### config.mk
export PLATFORM = sky130hd
export DESIGN_NAME = sorted_table_insert_remove_search
export DESIGN_NICKNAME = d
export VERILOG_FILES = /design/src/sv/sti_pkg.sv /design/src/sv/sorted_table_insert_remove_search.sv /design/src/sv/sti_datapath.sv /design/src/sv/sti_ctrl.sv
export SDC_FILE = /design/constraint.sdc
export NUM_CORES = 1
export LEC_CHECK = 0
export ABC_AREA = 1
export BUFFER_PORTS_ARGS = -buffer_cell sky130_fd_sc_hd__buf_4
export CAP_MARGIN = 20
export CORE_MARGIN = 5
export CORE_UTILIZATION = 36
export DETAILED_ROUTE_END_ITERATION = 8
export SYNTH_ARGS = -nofsm -noshare
export SYNTH_HDL_FRONTEND = slang
export SYNTH_SLANG_ARGS = --single-unit
### constraint.sdc
create_clock -name clock -period 5.85 [get_ports clock]
set_clock_uncertainty 0.05 [all_clocks]
set_input_delay 0.2925 -clock clock [delete_from_list [all_inputs] [get_ports clock]]
set_output_delay 0.2925 -clock clock [all_outputs]
set_load 0.005 [all_outputs]
### src/sv/sti_pkg.sv
// Shared types and constants for the sorted table block.
// Used by sti_ctrl, sti_datapath and the top level; no dependencies.
package sti_pkg;

   localparam int CAPACITY_DEF = 16;

   localparam logic [1:0] KIND_INSERT = 2'd0;
   localparam logic [1:0] KIND_REMOVE = 2'd1;
   localparam logic [1:0] KIND_SEARCH = 2'd2;

   typedef enum logic [2:0] {
      IDX_HOLD,
      IDX_ZERO,
      IDX_TOP,
      IDX_INC,
      IDX_DEC
   } idx_op_type;

   typedef enum logic [1:0] {
      WA_IDX,
      WA_IDX_P1,
      WA_IDX_M1
   } wr_addr_type;

   typedef enum logic {
      WD_READ,
      WD_VALUE
   } wr_data_type;

   typedef enum logic {
      POS_IDX,
      POS_IDX_P1
   } pos_sel_type;

   typedef struct packed {
      logic        load;
      idx_op_type  idx_op;
      logic        rd_en;
      logic        wr_en;
      wr_addr_type wr_addr;
      wr_data_type wr_data;
      logic        res_hit;
      pos_sel_type pos_sel;
      logic        res_refuse;
      logic        cnt_inc;
      logic        cnt_dec;
      logic        publish;
   } sti_cmd_type;

   typedef struct packed {
      logic [1:0] kind;
      logic       ge;
      logic       eq;
      logic       idx_zero;
      logic       idx_last;
      logic       full;
      logic       empty;
      logic       out_busy;
   } sti_status_type;

endpackage

### src/sv/sorted_table_insert_remove_search.sv
// Channel  | Ports      | Payload
// ---------+------------+---------------------------------------------------------
// request  | req_t*     | tuser[1:0] kind; tdata[31:0] value
// response | rsp_t*     | tdata: [0] found, [4:1] position, [5] full_refused,
//          |            |        [10:6] entry_count, [15:11] zero
//
// One transaction at a time; the controller uses the table memory for one read or one
// write per cycle, which sets the time. Search reads slots upward to the slot reached.
// Insert walks down from the top, moving entries up; a remove hit moves later entries down.
// Full insert, remove or search on an empty table and unused kind go straight to the result.
// Synchronous reset empties the table at once. A stalled response keeps the controller
// waiting with the next result; a new request is taken while the last response waits.
// Top level of the sorted table; depends on sti_pkg, sti_ctrl and sti_datapath.
module sorted_table_insert_remove_search
   import sti_pkg::*;
#(
   parameter int CAPACITY = CAPACITY_DEF
) (
   input  logic        clock,
   input  logic        reset,
   input  logic        req_tvalid,
   output logic        req_tready,
   input  logic [31:0] req_tdata,   // [31:0] value
   input  logic [1:0]  req_tuser,   // [1:0] kind
   output logic        rsp_tvalid,
   input  logic        rsp_tready,
   output logic [15:0] rsp_tdata    // found, position[3:0], full_refused, entry_count[4:0]
);

   localparam int IDX_W = $clog2(CAPACITY + 1);

   sti_cmd_type      cmd;
   sti_status_type   status;
   logic [IDX_W-1:0] entry_count;

   sti_ctrl u_ctrl (
      .clock      (clock),
      .reset      (reset),
      .req_tvalid (req_tvalid),
      .req_kind   (req_tuser),
      .req_tready (req_tready),
      .status     (status),
      .cmd        (cmd)
   );

   sti_datapath #(
      .CAPACITY (CAPACITY)
   ) u_datapath (
      .clock       (clock),
      .reset       (reset),
      .req_tdata   (req_tdata),
      .req_tuser   (req_tuser),
      .cmd         (cmd),
      .status      (status),
      .entry_count (entry_count),
      .rsp_tready  (rsp_tready),
      .rsp_tvalid  (rsp_tvalid),
      .rsp_tdata   (rsp_tdata)
   );

   a_count_bound: assert property (@(posedge clock) disable iff (reset)
      entry_count <= IDX_W'(CAPACITY))
      else $error("entry count above capacity");

   a_one_at_a_time: assert property (@(posedge clock) disable iff (reset)
      (req_tvalid && req_tready) |=> !req_tready)
      else $error("request taken while a transaction is in progress");

   a_found_refused: assert property (@(posedge clock) disable iff (reset)
      rsp_tvalid |-> !(rsp_tdata[0] && rsp_tdata[5]))
      else $error("response both found and refused");

   a_no_write_idle: assert property (@(posedge clock) disable iff (reset)
      req_tready |-> !cmd.wr_en)
      else $error("table written while idle");

endmodule

### src/sv/sti_datapath.sv
// Datapath of the sorted table: table memory, index, count, result and output registers.
// Depends on sti_pkg; driven by sti_ctrl through sti_cmd_type.
module sti_datapath
   import sti_pkg::*;
#(
   parameter int CAPACITY = CAPACITY_DEF
) (
   input  logic                         clock,
   input  logic                         reset,
   input  logic [31:0]                  req_tdata,   // [31:0] value
   input  logic [1:0]                   req_tuser,   // [1:0] kind
   input  sti_cmd_type                  cmd,
   output sti_status_type               status,
   output logic [$clog2(CAPACITY+1)-1:0] entry_count,
   input  logic                         rsp_tready,
   output logic                         rsp_tvalid,
   output logic [15:0]                  rsp_tdata    // found, position[3:0], full_refused,
                                                     // entry_count[4:0], zero fill
);

   localparam int ADDR_W = $clog2(CAPACITY);
   localparam int IDX_W  = $clog2(CAPACITY + 1);

   logic [31:0]        mem [CAPACITY];
   logic signed [31:0] rd_ff;
   logic signed [31:0] value_ff;
   logic [1:0]         kind_ff;
   logic [ADDR_W-1:0]  idx_ff, idx_in;
   logic [IDX_W-1:0]   count_ff, count_in, count_m1;
   logic               found_ff, refused_ff;
   logic [ADDR_W-1:0]  pos_ff, pos_val;
   logic [ADDR_W-1:0]  wr_addr;
   logic [31:0]        wr_data;
   logic               rsp_valid_ff, rsp_found_ff, rsp_refused_ff;
   logic [3:0]         rsp_pos_ff;
   logic [4:0]         rsp_count_ff;
   logic [ADDR_W+3:0]  pos_wide;
   logic [IDX_W+4:0]   count_wide;

   assign count_m1 = count_ff - IDX_W'(1);

   always_comb begin
      case (cmd.idx_op)
         IDX_ZERO: idx_in = '0;
         IDX_TOP:  idx_in = count_m1[ADDR_W-1:0];
         IDX_INC:  idx_in = idx_ff + ADDR_W'(1);
         IDX_DEC:  idx_in = idx_ff - ADDR_W'(1);
         default:  idx_in = idx_ff;
      endcase
   end

   always_comb begin
      case (cmd.wr_addr)
         WA_IDX_P1: wr_addr = idx_ff + ADDR_W'(1);
         WA_IDX_M1: wr_addr = idx_ff - ADDR_W'(1);
         default:   wr_addr = idx_ff;
      endcase
   end

   assign wr_data = (cmd.wr_data == WD_VALUE) ? value_ff : rd_ff;
   assign pos_val = (cmd.pos_sel == POS_IDX_P1) ? idx_ff + ADDR_W'(1) : idx_ff;

   always_comb begin
      count_in = count_ff;
      if (cmd.cnt_inc) begin
         count_in = count_ff + IDX_W'(1);
      end else if (cmd.cnt_dec) begin
         count_in = count_m1;
      end
   end

   // table memory: one write, one registered read per cycle
   always_ff @(posedge clock) begin
      if (cmd.wr_en) begin
         mem[wr_addr] <= wr_data;
      end
      if (cmd.rd_en) begin
         rd_ff <= mem[idx_ff];
      end
   end

   always_ff @(posedge clock) begin
      if (reset) begin
         count_ff     <= '0;
         rsp_valid_ff <= 1'b0;
      end else begin
         count_ff <= count_in;
         if (cmd.publish) begin
            rsp_valid_ff <= 1'b1;
         end else if (rsp_tready) begin
            rsp_valid_ff <= 1'b0;
         end
      end
   end

   always_ff @(posedge clock) begin
      idx_ff <= idx_in;
      if (cmd.load) begin
         value_ff <= req_tdata;
         kind_ff  <= req_tuser;
      end
      if (cmd.res_hit) begin
         found_ff <= 1'b1;
         pos_ff   <= pos_val;
      end else if (cmd.load) begin
         found_ff <= 1'b0;
         pos_ff   <= '0;
      end
      if (cmd.res_refuse) begin
         refused_ff <= 1'b1;
      end else if (cmd.load) begin
         refused_ff <= 1'b0;
      end
      if (cmd.publish) begin
         rsp_found_ff   <= found_ff;
         rsp_pos_ff     <= pos_wide[3:0];
         rsp_refused_ff <= refused_ff;
         rsp_count_ff   <= count_wide[4:0];
      end
   end

   assign pos_wide   = (ADDR_W + 4)'(pos_ff);
   assign count_wide = (IDX_W + 5)'(count_ff);

   assign status.kind     = kind_ff;
   assign status.ge       = rd_ff >= value_ff;
   assign status.eq       = rd_ff == value_ff;
   assign status.idx_zero = idx_ff == '0;
   assign status.idx_last = (IDX_W'(idx_ff) + IDX_W'(1)) == count_ff;
   assign status.full     = count_ff == IDX_W'(CAPACITY);
   assign status.empty    = count_ff == '0;
   assign status.out_busy = rsp_valid_ff && !rsp_tready;

   assign entry_count = count_ff;
   assign rsp_tvalid  = rsp_valid_ff;
   assign rsp_tdata   = {5'd0, rsp_count_ff, rsp_refused_ff, rsp_pos_ff, rsp_found_ff};

endmodule

### src/sv/sti_ctrl.sv
// Controller of the sorted table: sequences scan, shift and result transactions.
// Depends on sti_pkg; drives sti_datapath through sti_cmd_type.
module sti_ctrl
   import sti_pkg::*;
(
   input  logic           clock,
   input  logic           reset,
   input  logic           req_tvalid,
   input  logic [1:0]     req_kind,
   output logic           req_tready,
   input  sti_status_type status,
   output sti_cmd_type    cmd
);

   typedef enum logic [3:0] {
      S_IDLE,
      S_I_RD,
      S_I_CMP,
      S_I_PUT0,
      S_S_RD,
      S_S_CMP,
      S_R_RD,
      S_R_WR,
      S_DONE
   } state_type;

   state_type state_ff, state_in;

   always_ff @(posedge clock) begin
      if (reset) begin
         state_ff <= S_IDLE;
      end else begin
         state_ff <= state_in;
      end
   end

   always_comb begin
      state_in = state_ff;
      cmd      = '0;
      unique case (state_ff)
         S_IDLE: begin
            if (req_tvalid) begin
               cmd.load = 1'b1;
               case (req_kind) inside
                  KIND_INSERT: begin
                     if (status.full) begin
                        cmd.res_refuse = 1'b1;
                        state_in       = S_DONE;
                     end else if (status.empty) begin
                        cmd.idx_op = IDX_ZERO;
                        state_in   = S_I_PUT0;
                     end else begin
                        cmd.idx_op = IDX_TOP;
                        state_in   = S_I_RD;
                     end
                  end
                  KIND_REMOVE, KIND_SEARCH: begin
                     if (status.empty) begin
                        state_in = S_DONE;
                     end else begin
                        cmd.idx_op = IDX_ZERO;
                        state_in   = S_S_RD;
                     end
                  end
                  default: state_in = S_DONE;
               endcase
            end
         end
         S_I_RD: begin
            cmd.rd_en = 1'b1;
            state_in  = S_I_CMP;
         end
         S_I_CMP: begin
            // walk down from the top, moving larger-or-equal entries up one
            cmd.wr_en   = 1'b1;
            cmd.wr_addr = WA_IDX_P1;
            if (status.ge) begin
               cmd.wr_data = WD_READ;
               if (status.idx_zero) begin
                  state_in = S_I_PUT0;
               end else begin
                  cmd.idx_op = IDX_DEC;
                  state_in   = S_I_RD;
               end
            end else begin
               cmd.wr_data = WD_VALUE;
               cmd.res_hit = 1'b1;
               cmd.pos_sel = POS_IDX_P1;
               cmd.cnt_inc = 1'b1;
               state_in    = S_DONE;
            end
         end
         S_I_PUT0: begin
            cmd.wr_en   = 1'b1;
            cmd.wr_addr = WA_IDX;
            cmd.wr_data = WD_VALUE;
            cmd.res_hit = 1'b1;
            cmd.pos_sel = POS_IDX;
            cmd.cnt_inc = 1'b1;
            state_in    = S_DONE;
         end
         S_S_RD: begin
            cmd.rd_en = 1'b1;
            state_in  = S_S_CMP;
         end
         S_S_CMP: begin
            if (!status.ge) begin
               if (status.idx_last) begin
                  state_in = S_DONE;
               end else begin
                  cmd.idx_op = IDX_INC;
                  state_in   = S_S_RD;
               end
            end else if (status.eq) begin
               cmd.res_hit = 1'b1;
               cmd.pos_sel = POS_IDX;
               if (status.kind == KIND_REMOVE) begin
                  if (status.idx_last) begin
                     cmd.cnt_dec = 1'b1;
                     state_in    = S_DONE;
                  end else begin
                     cmd.idx_op = IDX_INC;
                     state_in   = S_R_RD;
                  end
               end else begin
                  state_in = S_DONE;
               end
            end else begin
               state_in = S_DONE;
            end
         end
         S_R_RD: begin
            cmd.rd_en = 1'b1;
            state_in  = S_R_WR;
         end
         S_R_WR: begin
            // close the gap: move each later entry down one
            cmd.wr_en   = 1'b1;
            cmd.wr_addr = WA_IDX_M1;
            cmd.wr_data = WD_READ;
            if (status.idx_last) begin
               cmd.cnt_dec = 1'b1;
               state_in    = S_DONE;
            end else begin
               cmd.idx_op = IDX_INC;
               state_in   = S_R_RD;
            end
         end
         S_DONE: begin
            if (!status.out_busy) begin
               cmd.publish = 1'b1;
               state_in    = S_IDLE;
            end
         end
         default: state_in = S_IDLE;
      endcase
   end

   assign req_tready = state_ff == S_IDLE;

endmodule

== Word-level counts from Yosys, hierarchy flattened ==
Memory sizes are Yosys's and may differ from the RTL's. A register that Yosys moved wholly into a read port is not among the register bits.
Index checks and enable logic that the tools add are counted.

* $add $sub $neg: 5
* $lt $le $gt $ge: 1
* Eq/ne operators: 22
* Mux-type cells: 60
* Reduce and logical (&&, ||, !) cells: 13

{| class="wikitable"
|+ Operator list
! kind !! count
|-
| two-way mux 4 bit || 16
|-
| case mux 4 bit (9 select lines) || 1
|-
| == test 32 bit || 1
|-
| >= comparator 32 bit || 1
|-
| two-way mux 32 bit || 1
|-
| two-way mux 3 bit || 8
|-
| two-way mux 1 bit || 18
|-
| == test 4 x 3 -> 1 bit, second input constant || 4
|-
| case mux 4 bit (4 select lines) || 1
|-
| two-way mux 2 bit || 7
|-
| case mux 3 bit (4 select lines) || 1
|-
| case mux 4 bit (3 select lines) || 1
|-
| two-way mux 5 bit || 2
|-
| == test 4 x 2 -> 1 bit, second input constant || 2
|-
| logical NOT 4 bit || 2
|-
| case mux 4 bit (2 select lines) || 1
|-
| == test 2 x 1 -> 1 bit, second input constant || 3
|-
| == test 3 x 2 -> 1 bit, second input constant || 2
|-
| case mux 2 bit (3 select lines) || 1
|-
| nonzero test 2 bit || 3
|-
| adder 4 x 1 -> 5 bit, second input constant || 1
|-
| adder 5 x 1 -> 5 bit, second input constant || 1
|-
| == test 5 bit || 1
|-
| == test 5 bit, second input constant || 1
|-
| 18 further kinds || 21
|}

* Register bits: 65
* Bits in writable memories: 512
* Input bits: 38
* Output and inout bits: 18
* Memories: 1

{| class="wikitable"
|+ Memories
! name !! words !! width !! read ports !! clocked after memory_dff !! write ports !! line !! source
|-
| u_datapath.mem || 16 || 32 || 1 || 1 || 1 || sti_datapath.sv:24 || <nowiki>logic [31:0] mem [CAPACITY];</nowiki>
|}

== Logic depth before layout (Yosys ltp) ==
* Depth after elaboration: 9
* Depth in mapped cells: 22
* Mapped depth without buffers: 22

== Modules after synthesis ==
A second synthesis with hierarchy kept.

* Cell total of the unflattened synthesis: 2017
* Area, all modules: 25036.5 µm²

{| class="wikitable"
|+ By module, submodules not included
! module !! instances !! cells an instance !! area each (µm²) !! sequential area each (µm²)
|-
| sti_datapath || 1 || 1927 || 24554.8 || 18087.3
|-
| sti_ctrl || 1 || 90 || 481.7 || 80.1
|}

== Worst setup path after synthesis ==
No wires, ideal clock.

* Kind: register to register
* Start point: reg u_datapath.idx_ff[0]
* End point: mem u_datapath.mem[2][0], enable pin
* Arrival time: 3346 ps
* Slack: 2033 ps
* Cell stages (with the launch flop): 11
* Buffers on the path: 3
* Period minus slack after synthesis: 3817 ps
* Cell sequence: edfxtp_1 buf_2 inv_2 buf_2 buf_1 ha_1 o211ai_1 o21ai_0 inv_1 nand3_1 nor2_1

* Longest elaborated chain between the ends: 2

{| class="wikitable"
|+ Ends and longest elaborated chain
! element !! line !! source
|-
| start: declaration || sti_datapath.sv:28 || <nowiki>logic [ADDR_W-1:0] idx_ff, idx_in;</nowiki>
|-
| start signal: assignment || sti_datapath.sv:97 || <nowiki>idx_ff <= idx_in;</nowiki>
|-
| subtractor 4 x 1 -> 4 bit or adder 4 x 1 -> 4 bit (tied branches) || sti_datapath.sv:55, sti_datapath.sv:54 ||
|-
| case mux 4 bit (2 select lines) (*) || sti_datapath.sv:53 || <nowiki>case (cmd.wr_addr)</nowiki>
|-
| end: declaration || sti_datapath.sv:24 ||
|}

Mark *: on every way between the ends. The rest lies on a longest branch, timed or not.

== Final worst setup path ==
* Start point: reg u_datapath.rd_ff[7] (read register of u_datapath.mem)
* End point: mem u_datapath.mem[0][9], data pin

* Longest elaborated chain between the ends: 4

{| class="wikitable"
|+ Ends and longest elaborated chain
! element !! line !! source
|-
| start: declaration || sti_datapath.sv:25 || <nowiki>logic signed [31:0] rd_ff;</nowiki>
|-
| >= comparator 32 bit || sti_datapath.sv:126 || <nowiki>assign status.ge = rd_ff >= value_ff;</nowiki>
|-
| two-way mux 1 bit || sti_ctrl.sv:77 || <nowiki>if (status.ge) begin</nowiki>
|-
| case mux 4 bit (3 select lines) || sti_ctrl.sv:40 || <nowiki>unique case (state_ff)</nowiki>
|-
| two-way mux 32 bit || sti_datapath.sv:60 || <nowiki>assign wr_data = (cmd.wr_data == WD_VALUE) ? value_ff : rd_ff;</nowiki>
|-
| net u_datapath.wr_data[9] || sti_datapath.sv:33 || <nowiki>logic [31:0] wr_data;</nowiki>
|}

The timed path passes the listed nets, and every way through them passes these cells.

==> key figures <==
Outcome
  – Status: complete, no violations

Final layout
  – Final Util: 42.0%
  – Synth-to-layout area growth: 15.4%
  – Layout cells sized above 1: 11.1%
  – Diode count: 0
  – Fillers: around 6300
  – NumNets Final: 2125

GRT
  – Initial antenna violation count: 1
  – First-pass GRT wire length: 97.4 mm
  – Vias in the first global route: 15900
  – Largest net degree at the start of global routing: 108
  – Gr ovfl total: 0
  – Overall routing resource usage: 16.9%

Timing
  – Max Clock Freq: 0.224 GHz
  – Rel. slew slack: around a quarter
  – RSZ-0062 raised after global routing: false
  – Final setup vio count: 0
  – Worst-margin pin slew: 1.12 ns
  – Crit share post-route: 76.4%
  – Total negative slack: 0 ns
  – Final min period: about 4.5 ns
  – Final Hold Viols: 0
  – Max Slew Vio Count: 0

Synthesis
  – Post-synth EDFFs: 597
  – Ys async rst share: 0%
  – Cell accounting for the most synthesized area: edfxtp_1
  – #FFs+latches synth: around 600
  – Most frequent cell after synthesis: edfxtp_1
  – Most frequent cells after synthesis: edfxtp_1 (597), nor2_1 (348), o21ai_0 (322), o22ai_1 (152), nand2_1 (142)
  – Synth Warn #: 0
  – Mapped cell area: 25000 um2
  – Synth unique cells: 44
  – Synth area leaders: edfxtp_1 (72%), o21ai_0 (6.4%), nor2_1 (5.2%), o22ai_1 (3.8%), nand2_1 (2.1%)
  – Mapped Cells: roughly 2000
  – Sequential area share after synthesis: a little over 70%
  – Area share of the largest cell type after synthesis: 71.7%
  – Syn_area_per_cell: approximately 13 um2
  – Top_reg_cell synth: edfxtp_1

Setup path
  – Setup crit start: u_datapath.rd_ff[7]
  – Reg2Reg Depth: 11
  – Crit Path Class: reg2reg
  – CP top delay family: simple AND/OR/NAND/NOR gates
  – R2R Setup Slk: about 1.4 ns
  – Worst path buffer plus inverter count: 0
  – Crit-path max FO: 65
  – CP most frequent cell: nand2_1
  – Reg-to-reg startpoint: u_datapath.rd_ff[7]
  – CP cell instances: ha_1 -> nand2_1 -> nor2_1 -> nand4_1 -> nor4_1 -> nand2_1 -> nand3_2 -> nand2_2 -> nand2_4 -> nand2_1 -> o21ai_1
  – Arrival time at the worst endpoint: about 4.7 ns
  – CP Capture Type: register
  – Crit path depth: 11
  – CP Data Required Time: 6.05 ns
  – Reg-to-reg endpoint: u_datapath.mem[0][9]
  – Slowest stage cell, crit path: nand2_4
  – CP max stage delay: 0.71 ns
  – Critical path capture point: u_datapath.mem[0][9]
  – Startpoint Class: register

Drt
  – Iter 0 DRT Violations: 1791
  – Post-route ant nets: 0
  – Via density per instance: 5.33
  – Final Routed Wirelength: 64.5 mm
  – Via count: 16100
  – # DRC: 0
  – First drt pass iteration count: 5
  – DR WL/cell: 21.3 um

Power and ir drop
  – Lkg Pwr: 9.68 nW
  – Power Density: 379 nW/um2
  – Peak VDD IR: 0.000212 V

Clocking
  – Postcts setup bufs: 0
  – Post-CTS sizing: 0
  – Hold_buf cts: 37
  – H-Tree Depth: 2
  – Clk buf depth: 3
  – Clock Root Buffer: clkbuf_16
  – CTS tree: built
  – Clk_lat worst skew: between 0.6 and 0.7 ns
  – Worst-path clk slew: 0.07 ns
  – Inserted Clock Buffers: 59
  – Clk sinks: 609

Min path
  – HP Class: in2reg

Die
  – Core area: 68700 um2
  – Rows: 96
  – Die height: 273 um
  – Total I/O pin count: 56
  – Starting Density: 36.4%
  – Die X: 273 um
  – Die area: 74800 um2

Place
  – Port-buffer cells: 50
  – RePlAce Congestion: 0.816
  – Post-DP HPWL: 36.5 mm

Flow run
  – Max cap viols: 0
==> worst min path at each step <==
| stage | startpoint | to | slack, ns | cells after the start |
|---|---|---|---|---|
| after floorplan | reset | u_datapath.entry_count[4] | 0.30 | 1 |
| after global placement | u_datapath.pos_ff[1] | u_datapath.rsp_pos_ff[1] | 0.36 | 0 |
| after detailed placement | u_datapath.pos_ff[3] | u_datapath.rsp_pos_ff[3] | 0.37 | 0 |
| after CTS | req_tdata[20] | u_datapath.value_ff[20] | 0.29 | 2 |
| after global routing | req_tdata[20] | u_datapath.value_ff[20] | 0.30 | 2 |
| final | req_tdata[20] | u_datapath.value_ff[20] | 0.32 | 2 |
==> cell usage in the layout (no fill, tap or decap), types with 5 or more instances in the layout <==
master,synthesis,routed
nand2_1,142,141
a21oi_1,39,39
o21ai_2,21,21
o22ai_1,152,152
xor2_1,8,8
nor2_1,348,332
nand4_1,6,6
clkinvlp_4,0,5
a22oi_1,8,8
ha_1,39,39
edfxtp_1,597,597
conb_1,1,5
dfxtp_1,12,12
clkbuf_16,0,60
clkbuf_1,90,14
clkinv_1,0,16
nor3_1,6,6
clkinv_2,0,8
inv_1,85,82
nand3_1,23,23
o21ai_0,322,322
dlygate4sd3_1,0,37
inv_2,4,5
buf_4,8,71
nor2_4,0,16
buf_12,1,10
o21ai_1,12,12
nand2_2,4,5
==> metal layers <==
| layer | vias up | part of all wire, % | GRT usage [%] |
|---|---|---|---|
| met2 | 646 | 46 | 26.9 |
| met5 | - | 0 | 0 |
| li1 | 7383 | - | - |
| met3 | 110 | 7.6 | 2.57 |
| met4 | 0 | 2.5 | 4.85 |
| met1 | 7990 | 44 | 24.1 |
==> cell families (layout without fill, tap and decap cells) <==
group | after synthesis | count (layout) | synth area share (%)
fa+ha+maj | 39 | 39 | 1.95
buf+inv | 212 | 324 | 3.60
simple gates | 544 | 544 | 8.73
flops | 609 | 609 | 72.7
compound gates | 566 | 566 | 12.6
xor+xnor | 10 | 10 | 0.380
other cells | 1 | 5 | 0.0150
==> where the power goes <==
part	total [mW]	leakage (nW)	switching, mW	internal (mW)
registers	5.26	5.50	0.0713	5.19
logic	1.96	3.28	1.42	0.534
clock network	3.71	0.895	1.65	2.06
total	10.9	9.68	3.14	7.79
==> layout make-up <==
| type | instances | area [um2] | area share (%) |
|---|---|---|---|
| clock inverters | 36 | 320 | 1.11 |
| clock buffers | 74 | 1550 | 5.39 |
| repair buffers | 124 | 1230 | 4.27 |
| multi-input cells | 1164 | 6070 | 21.0 |
| well taps | 931 | 1160 | 4.04 |
| flip-flops and latches | 609 | 18200 | 63.0 |
| inverters | 90 | 347 | 1.20 |
==> through the flow <==
| step | area, um2 | setup slack [ns] | cells | hold slack [ns] | power, mW |
|---|---|---|---|---|---|
| floorplan | 25000 | 2.03 | 1985 | 0.305 | 6.58 |
| global placement | 26300 | 1.54 | 2863 | 0.361 | 7.23 |
| detailed placement | 26600 | 1.42 | 2876 | 0.368 | 7.27 |
| CTS | 28800 | 1.41 | 3023 | 0.289 | 11.0 |
| global route | 28900 | 1.21 | 3028 | 0.305 | 11.4 |
| finish | 28900 | 1.38 | 3028 | 0.320 | 10.9 |
==> flip-flops by register name, summed over array words and instances, names as in the netlist, 2 cells and up <==
register and count:
u_ctrl.state_ff 4, u_datapath.entry_count 5, u_datapath.idx_ff 4, u_datapath.kind_ff 2, u_datapath.mem 512, u_datapath.pos_ff 4
u_datapath.rd_ff 32, u_datapath.rsp_count_ff 5, u_datapath.rsp_pos_ff 4, u_datapath.value_ff 32
Power figures use the tool's default switching activity.
